**src/hdl/hvn_pkg.sv**
```systemverilog
// ----------------------------------------------------------------------------
// hvn_pkg: shared definitions for the height-field vertex normal block
// Widths, fixed-point constants and payload types used by every module.
// ----------------------------------------------------------------------------
package hvn_pkg;

  // Height samples are signed Q3.(HEIGHT_WIDTH-4).
  localparam int HEIGHT_WIDTH = 16;
  localparam int FRAC_BITS    = HEIGHT_WIDTH - 4;

  // Vector components entering a normaliser: wide enough for a height
  // difference and for the sum of six unit normals.
  localparam int VEC_W = (HEIGHT_WIDTH + 1 > 18) ? HEIGHT_WIDTH + 1 : 18;
  localparam int MAG_W = VEC_W;
  localparam int SH_W  = $clog2(MAG_W) + 1;

  // Normaliser internals.
  localparam int Q_W        = 15;           // magnitude of a Q1.14 result
  localparam int OUT_W      = 16;           // signed Q1.14 result
  localparam int SQ_W       = 2 * Q_W;      // square of a reduced magnitude
  localparam int LEN_W      = SQ_W + 2;     // sum of three squares
  localparam int ACC_W      = 68;           // search accumulators
  localparam int SRCH_STEPS = Q_W;          // one result bit per stage
  localparam int SQ_SHIFT   = 30;           // scale of the compared square

  localparam int N_TRI = 6;

  // Stream payload widths.
  localparam int IN_DATA_W  = ((7 * HEIGHT_WIDTH + 7) / 8) * 8;
  localparam int OUT_DATA_W = ((3 * OUT_W + 7) / 8) * 8;

  // Edge flag bit positions.
  localparam int FLAG_TOP    = 0;
  localparam int FLAG_BOTTOM = 1;
  localparam int FLAG_LEFT   = 2;
  localparam int FLAG_RIGHT  = 3;
  localparam int FLAG_W      = 4;

  // Vector component indexes.
  localparam int CMP_X = 0;
  localparam int CMP_Y = 1;
  localparam int CMP_Z = 2;

  typedef logic signed [HEIGHT_WIDTH-1:0] height_t;
  typedef logic signed [VEC_W-1:0]        vec_t;
  typedef logic signed [OUT_W-1:0]        unit_t;

endpackage

```
**src/hdl/hvn_sum.sv**
```systemverilog
// ----------------------------------------------------------------------------
// hvn_sum: triangle normal accumulation
// Adds the six unit triangle normals and negates the z component of the sum.
// ----------------------------------------------------------------------------
module hvn_sum
  import hvn_pkg::*;
(
  input  logic  clk,
  input  logic  rst_n,
  input  logic  ce,
  input  logic  in_valid,
  input  logic  in_tag,
  input  unit_t tri_vec [N_TRI][3],
  output logic  out_valid,
  output logic  out_tag,
  output vec_t  sum_vec [3]
);

  vec_t acc [3];
  vec_t sum_r [3];
  logic v_r, tag_r;

  // Component-wise sum of the six normals.
  always_comb begin
    for (int k = 0; k < 3; k++) begin
      acc[k] = '0;
      for (int t = 0; t < N_TRI; t++) begin
        acc[k] = acc[k] + VEC_W'(tri_vec[t][k]);
      end
    end
  end

  always_ff @(posedge clk) begin
    if (!rst_n) begin
      v_r <= 1'b0;
    end else if (ce) begin
      v_r <= in_valid;
    end
  end

  // The z axis points the other way in the output frame.
  always_ff @(posedge clk) begin
    if (ce) begin
      sum_r[CMP_X] <= acc[CMP_X];
      sum_r[CMP_Y] <= acc[CMP_Y];
      sum_r[CMP_Z] <= -acc[CMP_Z];
      tag_r        <= in_tag;
    end
  end

  assign out_valid = v_r;
  assign out_tag   = tag_r;
  assign sum_vec   = sum_r;

endmodule

```
**config.mk**
```make
export PLATFORM = sky130hd
export DESIGN_NAME = hvn_sum
export DESIGN_NICKNAME = d
export VERILOG_FILES = /design/src/hdl/hvn_pkg.sv /design/src/hdl/hvn_sum.sv
export SDC_FILE = /design/constraint.sdc
export NUM_CORES = 1
export LEC_CHECK = 0
export ABC_AREA = 0
export BUFFER_PORTS_ARGS = -buffer_cell sky130_fd_sc_hd__buf_2
export CAP_MARGIN = 10
export CORE_ASPECT_RATIO = 1.1
export CORE_UTILIZATION = 40
export CTS_BUF_LIST = sky130_fd_sc_hd__clkbuf_8
export CTS_CLUSTER_SIZE = 28
export DETAILED_ROUTE_END_ITERATION = 6
export PLACE_DENSITY = 0.67
export SLEW_MARGIN = 30
export SYNTH_ARGS = -nofsm -noshare
export SYNTH_HDL_FRONTEND = slang
export SYNTH_SLANG_ARGS = --single-unit
```
**constraint.sdc**
```tcl
create_clock -name clk -period 13.2 [get_ports clk]
set_input_delay 0.66 -clock clk [delete_from_list [all_inputs] [get_ports clk]]
set_output_delay 0.66 -clock clk [all_outputs]
set_load 0.02 [all_outputs]
```
======== Yosys cells after proc, flatten, opt, wreduce, memory -nomap -nowiden ========
Cells that the tools add are included.
word-level totals
  memories kept ........................... 0
  word-level logic and storage cells ...... 21
  memory bits (writable) .................. 0
  output and inout port bits .............. 56
  flip-flop bits (word level) ............. 56
  memory bits (read-only) ................. 0
  bits in latches ......................... 0
operators by class
  equal/unequal tests ..................... 0
  bitwise logic cells ..................... 0
  divide/modulo/power cells ............... 0
  reductions and logical operators ........ 0
  magnitude comparators ................... 0
  $mul .................................... 0
  shifts and indexed selects .............. 0
  $add $sub $neg .......................... 16
  muxes and demuxes ....................... 0
operators with widths
  cell                     number
  adder 18 x 16 -> 18 bit  9
  adder 17 x 16 -> 18 bit  3
  adder 16 x 16 -> 17 bit  3
  negation 18 bit          1

======== Longest topological paths before layout ========
Gate-level depths: netlist of the first run.
  depth in word-level cells ............... 6
  gate-level depth with buffers ........... 15
  gate-level depth less buffers ........... 15

======== Worst setup path before layout of the first run ========
No wires, ideal clock.
  path kind ............................... input-to-reg
  start point ............................. input tri_vec[2] (netlist bit)
  end point ............................... register sum_r, in the netlist sum_vec[14], data pin
  setup slack ............................. 8606 ps
  cell stages on the path ................. 14
  setup time .............................. 280 ps
  arrival time ............................ 4314 ps
  data required time ...................... 12920 ps
  path through ............................ inv_1 -> fa_1 -> fa_1 -> inv_1 -> fa_1 -> fa_1 -> inv_1 -> ha_1 -> fa_1 -> a21oi_1 -> nor2_1 -> o311ai_0 -> and2_1 -> o211ai_1
between the ends
  word-level cells in the longest chain between the ends .. 2
ends and longest elaborated chain
  element                         line           RTL
  start: declaration              hvn_sum.sv:13  input unit_t tri_vec [N_TRI][3],
  adder 18 x 16 -> 18 bit         hvn_sum.sv:28  acc[k] = acc[k] + VEC_W'(tri_vec[t][k]);
  negation 18 bit                 hvn_sum.sv:46  sum_r[CMP_Z] <= -acc[CMP_Z];
  end signal: indexed assignment  hvn_sum.sv:44  sum_r[CMP_X] <= acc[CMP_X];
  end signal: indexed assignment  hvn_sum.sv:45  sum_r[CMP_Y] <= acc[CMP_Y];
  end signal: indexed assignment  hvn_sum.sv:46
  end: declaration                hvn_sum.sv:20  vec_t sum_r [3];
No other way between the ends.
A chain may end at the register's enable or synchronous reset.

======== Worst setup path after layout of the first run ========
  start point ............................. input tri_vec[50] (netlist bit)
  end point ............................... register sum_r, in the netlist sum_vec[14], data pin
between the ends
  word-level cells in the longest chain between the ends .. 3
ends and longest elaborated chain
  element                                line
  adder 18 x 16 -> 18 bit (2 in series)  hvn_sum.sv:28
  negation 18 bit                        hvn_sum.sv:46
No other way between the ends.

==> flow_metrics.py, run 1 <==
metrics = {
    "logic_synthesis": {
        "ys_ff_latch": 56,
        "synth_top_family_by_area": "adder cells",
        "syn_area_sq_mm": 0.00920,
        "yosysWarnings": 0,
        "synthTopCellsByArea": "fa_1 42%, edfxtp_1 18%, inv_1 15%, ha_1 8.8%, xnor2_1 3.4%",
        "ys_async_sr_fraction_pct": 0,
        "syn_nets": 1457,
        "ys_seq_area_share_pct": 18.2,
        "ys.flop_type": "edfxtp_1",
        "yosys.area.top_type": "fa_1",
        "synth-edff-count": 55,
        "synth_mux_area_share_pct": 0.109,
        "synth_xor_area_share_pct": 4.48,
        "synthSimpleGateAreaFrac_pct": 3.39,
        "synth_top_area_share_pct": 42.2,
        "postSynthCellCount": 905,
        "synthAdderAreaFrac_pct": 51.1,
        "synth-compound-area-share_pct": 7.59,
        "synth.distinct_cells": 44,
        "synth_area_per_cell_sq_um": 10.2,
    },
    "layout": {
        "layout_common_cells": "371 x inv_1, 348 x buf_2, 194 x fa_1",
        "regArea_sq_mm": 0.00167,
        "multi_input_area_sq_mm": 0.00613,
        "final_common_cell": "inv_1",
        "fill_cells": 2100,
        "area_delta_synth_final_pct": 24.1,
        "antennaDiodeCount": 0,
        "final_nets": 1812,
        "layout-drive-gt1-share_pct": 28.7,
        "finalInstanceArea_sq_mm": 0.0114,
    },
    "sta": {
        "timing.fmax_mhz": 210,
        "hold_violations": 0,
        "rsz0062_at_grt": "false",
        "post-route-period-util_pct": 36.0,
        "finClkSkew_ns": 0,
        "fin_crit_ns": 4.76,
        "worstMarginPinSlew_ns": 0.833,
        "slew_headroom_pct": 44.5,
        "fin_tns_setup_ns": 0,
        "drv_slew": 0,
        "setup_viol": 0,
    },
    "cts": {
        "root_buffer": "clkbuf_8",
        "clockBufferDepth": 2,
        "post-cts-setup-buffers": 0,
        "cts_buffers": 5,
        "clk-insertion-delay-late_ns": 0.33,
        "htreeDepth": 2,
        "clk_pin_slew_worst_paths_ns": 0.12,
        "cts_resized": 0,
        "cts_tree": "done",
        "hold_buffers": 0,
        "clock_sinks": 56,
    },
    "route": {
        "postRouteWirelength_um": 19700,
        "wl_per_cell_um": 12.6,
        "ant_nets": 0,
        "initialDrtViolationCount": 170,
        "via_per_inst": 4.43,
        "first_pass_iters": 4,
        "route.detailed.drc": 0,
        "via_count": 6892,
    },
    "grt": {
        "grt-ovfl-total": 0,
        "antenna_found_initial": 0,
        "grt_pass1_wl_um": 32900,
        "grt_pass1_vias": 7203,
        "grt_max_degree": 57,
        "track_usage_pct": 17.8,
    },
    "worst_setup_path": {
        "worst-r2r-cell-count": 2,
        "crit_type": "primary input to flip-flop",
        "path_max_fanout": 3,
        "crit_arrival_ns": 4.83,
        "end_kind": "flip-flop",
        "startpoint_type": "primary input",
        "required_ns": 13.27,
    },
    "placed_design": {
        "dp_hpwl_um": 18000,
        "place_congestion": 0.850,
        "port_buffers": 348,
        "place_area_sq_mm": 0.0113,
    },
    "die": {
        "fp.dieH_um": 161,
        "ios": 349,
        "core-area_sq_mm": 0.0223,
        "initial_core_util_pct": 41.2,
        "die-area_sq_mm": 0.0236,
        "die_x_um": 147,
        "rows": 57,
    },
    "power_and_ir_drop": {
        "total_power_w": 0.00222,
        "p_leak_nw": 6.40,
        "vdd_drop_max_mv": 0.0727,
        "cellPowerDensity_mw_per_mm2": 194,
    },
    "run_status": {
        "outcome": "finished clean",
    },
    "run": {
        "drv_cap": 0,
    },
    "hold_path": {
        "hold_path_class": "primary input to flip-flop",
        "hold_depth": 1,
    },
}
[state kept, by name (all words and copies together), names as in the netlist]
register   flops
sum_vec       54
out_valid      1
out_tag        1
[stage by stage]
| stage | util, % | instances | hold WS [ns] | setup WS, ns |
|---|---|---|---|---|
| 6_report | 51.1 | 1556 | 0.498 | 8.44 |
| 5_1_grt | 51.1 | 1556 | 0.485 | 8.20 |
| 4_1_cts | 51.1 | 1556 | 0.477 | 8.44 |
| 3_5_place_dp | 50.7 | 1548 | 0.516 | 8.09 |
| 3_3_place_gp | 50.7 | 1548 | 0.502 | 8.11 |
| 2_1_floorplan | - | 905 | 0.589 | 8.61 |
[cell families after synthesis]
kind of cell	count (synthesis)
xor gates and xnor gates	47
adders and majority gates	259
AOI/OAI and AO/OA	107
DFF	56
muxes	1
and+or+nand+nor	63
buffers and inverters	372
[worst paths after layout]
path	slack [ns]	start	to
worst min register to register	0.54	out_valid$_SDFFE_PN0P_	out_valid$_SDFFE_PN0P_
worst max-delay path	8.44	tri_vec[50]	sum_vec[14]$_DFFE_PP_
worst max register to register	12.60	out_valid$_SDFFE_PN0P_	out_valid$_SDFFE_PN0P_
worst min-delay path	0.50	in_tag	out_tag$_DFFE_PP_
[critical path: stages]
cell and delay [ns]:
buf_2 0.09, inv_1 0.09, fa_1 0.46, fa_1 0.55, inv_1 0.05, fa_1 0.45, fa_1 0.49, inv_1 0.04
ha_1 0.22, fa_1 0.46, a21oi_1 0.21, nor2_1 0.09, o311ai_0 0.58, and2_1 0.28, o211ai_1 0.11
[power by group]
| group | internal, W | switching (W) | total (W) |
|---|---|---|---|
| registers | 0.000383 | 0.0000208 | 0.000404 |
| clock network | 0.0000428 | 0.0000657 | 0.000108 |
| logic | 0.000741 | 0.000964 | 0.00171 |
| total | 0.00117 | 0.00105 | 0.00222 |
[routing by layer]
metal,up-vias,GRT usage (%),routed length (um)
met3,21,3.95,1370
met2,252,33.1,10200
met4,0,4.50,394
met1,3264,20.5,7680
met5,-,0,0
li1,3355,-,-
[cells in the mapped netlist (2+ instances only)]
cell type,number
and2_1,2
xor2_1,11
nand2_1,9
a21o_2,2
nor3_1,4
o21bai_1,6
o211ai_1,3
and4_1,2
edfxtp_1,55
or3_1,2
a31oi_1,5
fa_1,194
a21o_1,12
ha_1,65
nor2_1,21
nand2b_1,5
and3_1,4
xnor2_1,36
o31ai_1,4
a21oi_1,32
nand3_1,6
a211oi_1,4
o21ai_0,19
nor2b_1,4
inv_1,371
o21a_1,7
nand4_1,3
[layout make-up]
type	count	area share [%]
Timing Repair Buffer	349	15.3
Clock inverter	2	0.132
Multi-Input combinational cell	477	53.7
Inverter	371	12.2
Sequential cell	56	14.7
Clock buffer	6	0.724
Tap cell	295	3.24
Note: power is estimated with default switching activity, not from simulation.
==> inputs of run 2 (changes only) <==
Clock period 13.2 ns to 5 ns, I/O delays scaled along.
==> flow_metrics.py, run 2 (synthesized netlist as in run 1, its figures left out) <==
metrics = {
    "run_status": {
        "outcome": "finished clean",
    },
    "die": {
        "initial_core_util_pct": 41.2,
        "rows": 57,
        "core-area_sq_mm": 0.0223,
        "die_x_um": 147,
        "ios": 349,
        "fp.dieH_um": 161,
        "die-area_sq_mm": 0.0236,
    },
    "layout": {
        "layout-drive-gt1-share_pct": 28.6,
        "largest_reg_flops": 54,
        "final_core_util_pct": 51.2,
        "antennaDiodeCount": 0,
        "fill_cells": 2053,
        "area_delta_synth_final_pct": 24.2,
        "final_nets": 1812,
        "final_common_cell": "inv_1",
        "layout_common_cells": "371 x inv_1, 348 x buf_2, 194 x fa_1",
    },
    "sta": {
        "slew_headroom_pct": 47.2,
        "setup_viol": 0,
        "finClkSkew_ns": 0,
        "rsz0062_at_grt": "false",
        "worstMarginPinSlew_ns": 0.793,
        "timing.fmax_mhz": 228,
        "hold_violations": 0,
        "fin_tns_setup_ns": 0,
        "drv_slew": 0,
        "post-route-period-util_pct": 87.5,
        "fin_crit_ns": 4.38,
    },
    "cts": {
        "hold_buffers": 0,
        "cts_resized": 0,
        "root_buffer": "clkbuf_8",
        "clk_pin_slew_worst_paths_ns": 0.12,
        "post-cts-setup-buffers": 0,
        "cts_buffers": 5,
        "clockBufferDepth": 2,
        "clk-insertion-delay-late_ns": 0.32,
        "htreeDepth": 2,
        "clock_sinks": 56,
        "cts_tree": "done",
    },
    "grt": {
        "grt_pass1_vias": 7327,
        "antenna_found_initial": 0,
        "grt-ovfl-total": 0,
        "track_usage_pct": 17.8,
        "grt_pass1_wl_um": 33000,
        "grt_max_degree": 57,
    },
    "worst_setup_path": {
        "cp_slowest_cell": "o311ai_0",
        "critical-path-top-delay-family": "adder cells",
        "end_kind": "flip-flop",
        "path_cells": "buf_2 -> inv_1 -> fa_1 -> fa_1 -> inv_1 -> fa_1 -> fa_1 -> inv_1 -> ha_1 -> fa_1 -> a21oi_1 -> nor2_1 -> o311ai_0 -> and2_1 -> o211ai_1",
        "path_common_cell": "fa_1",
        "crit_type": "primary input to flip-flop",
        "required_ns": 5.07,
        "crit_arrival_ns": 4.45,
        "path_max_fanout": 3,
        "critPathMaxStageDelay_ns": 0.58,
        "startpoint_type": "primary input",
        "cp.buffers_inverters": 4,
    },
    "hold_path": {
        "hold_path_class": "primary input to flip-flop",
    },
    "route": {
        "initialDrtViolationCount": 202,
        "route.detailed.drc": 0,
        "wl_per_cell_um": 12.7,
        "ant_nets": 0,
        "postRouteWirelength_um": 19700,
        "via_per_inst": 4.45,
        "via_count": 6930,
        "first_pass_iters": 4,
    },
    "placed_design": {
        "dp_hpwl_um": 18100,
        "place_congestion": 0.812,
        "port_buffers": 348,
    },
    "power_and_ir_drop": {
        "vdd_drop_max_mv": 0.193,
        "p_leak_nw": 6.41,
        "cellPowerDensity_mw_per_mm2": 517,
    },
    "run": {
        "drv_cap": 0,
    },
}
## run 2: worst paths after layout
path,from,end,slack [ns],cells after the start
worst max register to register,out_valid$_SDFFE_PN0P_,out_valid$_SDFFE_PN0P_,4.39,2
worst max-delay path,tri_vec[50],sum_vec[14]$_DFFE_PP_,0.62,15
worst min register to register,out_valid$_SDFFE_PN0P_,out_valid$_SDFFE_PN0P_,0.54,2
worst min-delay path,in_tag,out_tag$_DFFE_PP_,0.09,1
## run 2: final cells by class
cell class	count	area [sq um]	share of cell area, %
multi-input cells	477	6130	53.7
repair buffers	349	1750	15.3
flip-flops and latches	56	1670	14.6
inverters	371	1390	12.2
well taps	295	369	3.23
clock buffers	5	68.8	0.602
clock inverters	3	42.5	0.372
## run 2: layer usage
layer	wire [um]	up-vias	track usage, %
li1	-	3353	-
met1	7590	3286	20.3
met2	10400	273	33.8
met3	1420	18	3.90
met4	288	0	3.74
met5	0	-	0
## run 2: power by group
group | leakage (nW) | switching [W] | internal, W
combinational | 5.81 | 0.00256 | 0.00196
clock | 0.0558 | 0.000168 | 0.000149
sequential | 0.547 | 0.0000554 | 0.00101
## run 2: stage by stage
stage               std cells  setup WS (ns)  area, sq um  hold WS, ns  total power [W]
floorplan                 905          0.816         9200        0.349          0.00447
detailed placement       1548          0.275        11300        0.439          0.00565
global placement         1548          0.316        11300        0.427          0.00555
finish                   1556          0.623        11400       0.0876          0.00590
global route             1556          0.462        11400       0.0666          0.00658
CTS                      1556          0.641        11400       0.0645          0.00600
==> inputs of run 3 (changes only) <==
Settings changed: BUFFER_PORTS_ARGS -buffer_cell sky130_fd_sc_hd__buf_2 to not set, CORE_MARGIN set to 2, DONT_BUFFER_PORTS set to 1, PLACE_DENSITY 0.67 to not set.
==> flow_metrics.py, run 3 (synthesized netlist as in run 1, its figures left out) <==
metrics = {
    "run_status": {
        "outcome": "finished clean",
    },
    "cts": {
        "clk-insertion-delay-late_ns": 0.33,
        "clockBufferDepth": 2,
        "clk_pin_slew_worst_paths_ns": 0.11,
        "root_buffer": "clkbuf_8",
        "cts_resized": 0,
        "htreeDepth": 2,
        "cts_buffers": 5,
        "cts_tree": "done",
        "clock_sinks": 56,
    },
    "sta": {
        "finClkSkew_ns": 0,
        "drv_slew": 0,
        "rsz0062_at_grt": "false",
        "setup_viol": 0,
        "timing.fmax_mhz": 238,
        "fin_crit_ns": 4.20,
        "worstMarginPinSlew_ns": 0.625,
        "fin_tns_setup_ns": 0,
        "hold_violations": 0,
        "slew_headroom_pct": 58.3,
        "post-route-period-util_pct": 84.1,
        "setup_slack_ns": 0.797,
    },
    "power_and_ir_drop": {
        "vdd_drop_max_mv": 0.268,
        "total_power_w": 0.00566,
        "cellPowerDensity_mw_per_mm2": 580,
        "p_leak_nw": 5.06,
    },
    "layout": {
        "largest_reg_flops": 54,
        "final_nets": 1470,
        "area_delta_synth_final_pct": 5.99,
        "layout-drive-gt1-share_pct": 1.41,
        "antennaDiodeCount": 0,
        "final_core_util_pct": 42.9,
        "final_common_cell": "inv_1",
        "finalNonFillerCells": 1219,
        "layout_common_cells": "371 x inv_1, 194 x fa_1, 65 x ha_1",
    },
    "die": {
        "die_x_um": 149,
        "fp.dieH_um": 163,
        "initial_core_util_pct": 40.5,
        "die-area_sq_mm": 0.0242,
        "rows": 58,
        "ios": 349,
        "core-area_sq_mm": 0.0227,
    },
    "route": {
        "wl_per_cell_um": 15.2,
        "initialDrtViolationCount": 105,
        "route.detailed.drc": 0,
        "via_per_inst": 4.67,
        "via_count": 5691,
        "ant_nets": 0,
        "postRouteWirelength_um": 18500,
        "first_pass_iters": 4,
    },
    "placed_design": {
        "place_congestion": 0.760,
        "port_buffers": 0,
        "dp_cells": 1205,
        "dp_hpwl_um": 16600,
        "detailedPlace.worstSlack_ns": 0.429,
    },
    "worst_setup_path": {
        "crit_type": "primary input to flip-flop",
        "critPathMaxStageDelay_ns": 0.54,
        "end_kind": "flip-flop",
        "path_max_fanout": 3,
        "cp_slowest_cell": "fa_1",
        "startpoint_type": "primary input",
        "path_cells": "inv_1 -> fa_1 -> inv_1 -> fa_1 -> fa_1 -> fa_1 -> inv_1 -> ha_1 -> fa_1 -> a21oi_1 -> nor2_1 -> o311ai_0 -> a31oi_1 -> nor2_1 -> xnor2_1",
        "crit_arrival_ns": 4.30,
        "path_common_cell": "fa_1",
        "required_ns": 5.10,
    },
    "grt": {
        "grt_pass1_wl_um": 29500,
        "grt-ovfl-total": 0,
        "antenna_found_initial": 0,
        "grt_max_degree": 53,
        "grt_pass1_vias": 6108,
        "track_usage_pct": 15.7,
    },
    "hold_path": {
        "hold_path_class": "primary input to flip-flop",
    },
    "run": {
        "drv_cap": 0,
    },
}
[run 3: changes by cell type in the layout (fill, tap and decap cells not counted)]
cell           before  now
buf_2             348    0
dlygate4sd3_1       0    6
[run 3: final timing paths]
kind / start / endpoint / slack [ns] / cells past startpoint
min: rst_n / out_valid$_SDFFE_PN0P_ / 0.05 / 1
max: tri_vec[1] / sum_vec[16]$_DFFE_PP_ / 0.80 / 15
max reg2reg: out_valid$_SDFFE_PN0P_ / out_valid$_SDFFE_PN0P_ / 4.26 / 2
min reg2reg: out_valid$_SDFFE_PN0P_ / out_valid$_SDFFE_PN0P_ / 0.64 / 2
[run 3: layout make-up]
class | instances | area (sq um)
Clock buffer | 5 | 68.8
Clock inverter | 3 | 42.5
Fill cell | 2209 | 13000
Inverter | 371 | 1390
Multi-Input combinational cell | 477 | 6130
Sequential cell | 56 | 1670
Tap cell | 300 | 375
Timing Repair Buffer | 7 | 67.6
[run 3: what timing repair did]
action | 4_1_cts | 5_1_grt
hold buffers | 3 | 3
hold endpoints to repair | 6 | 1
endpoints found under the setup margin | 0 | 0
buffers inserted | 0 | 0
[run 3: stage by stage]
stage / instance area [sq um] / hold WS, ns
final: 9750 / 0.0474
after floorplan: 9200 / 0.349
after detailed placement: 9580 / 0.350
after CTS: 9720 / 0.000411
after global routing: 9750 / 0.0203
after global placement: 9580 / 0.349
[run 3: metal layers]
layer	up-vias	global-route usage [%]	wire [um]
met2	231	29.1	9790
met1	2774	17.7	6780
met4	0	3.38	256
met5	-	0	0
met3	13	4.75	1640
li1	2673	-	-
[run 3: worst max-delay path: cells and delay by family]
family / cells / cell delay (ns)
xor gates and xnor gates: 1 / 0.07
and+or+nand+nor: 2 / 0.23
adders and majority gates: 6 / 2.65
AOI/OAI and AO/OA: 3 / 0.91
buffers and inverters: 3 / 0.16
[run 3: report_power, final]
| group | internal [W] | switching [W] | leakage [nW] | total (W) |
|---|---|---|---|---|
| clock | 0.000149 | 0.000175 | 0.0558 | 0.000324 |
| combinational | 0.00176 | 0.00211 | 4.46 | 0.00387 |
| sequential | 0.00104 | 0.000425 | 0.547 | 0.00146 |
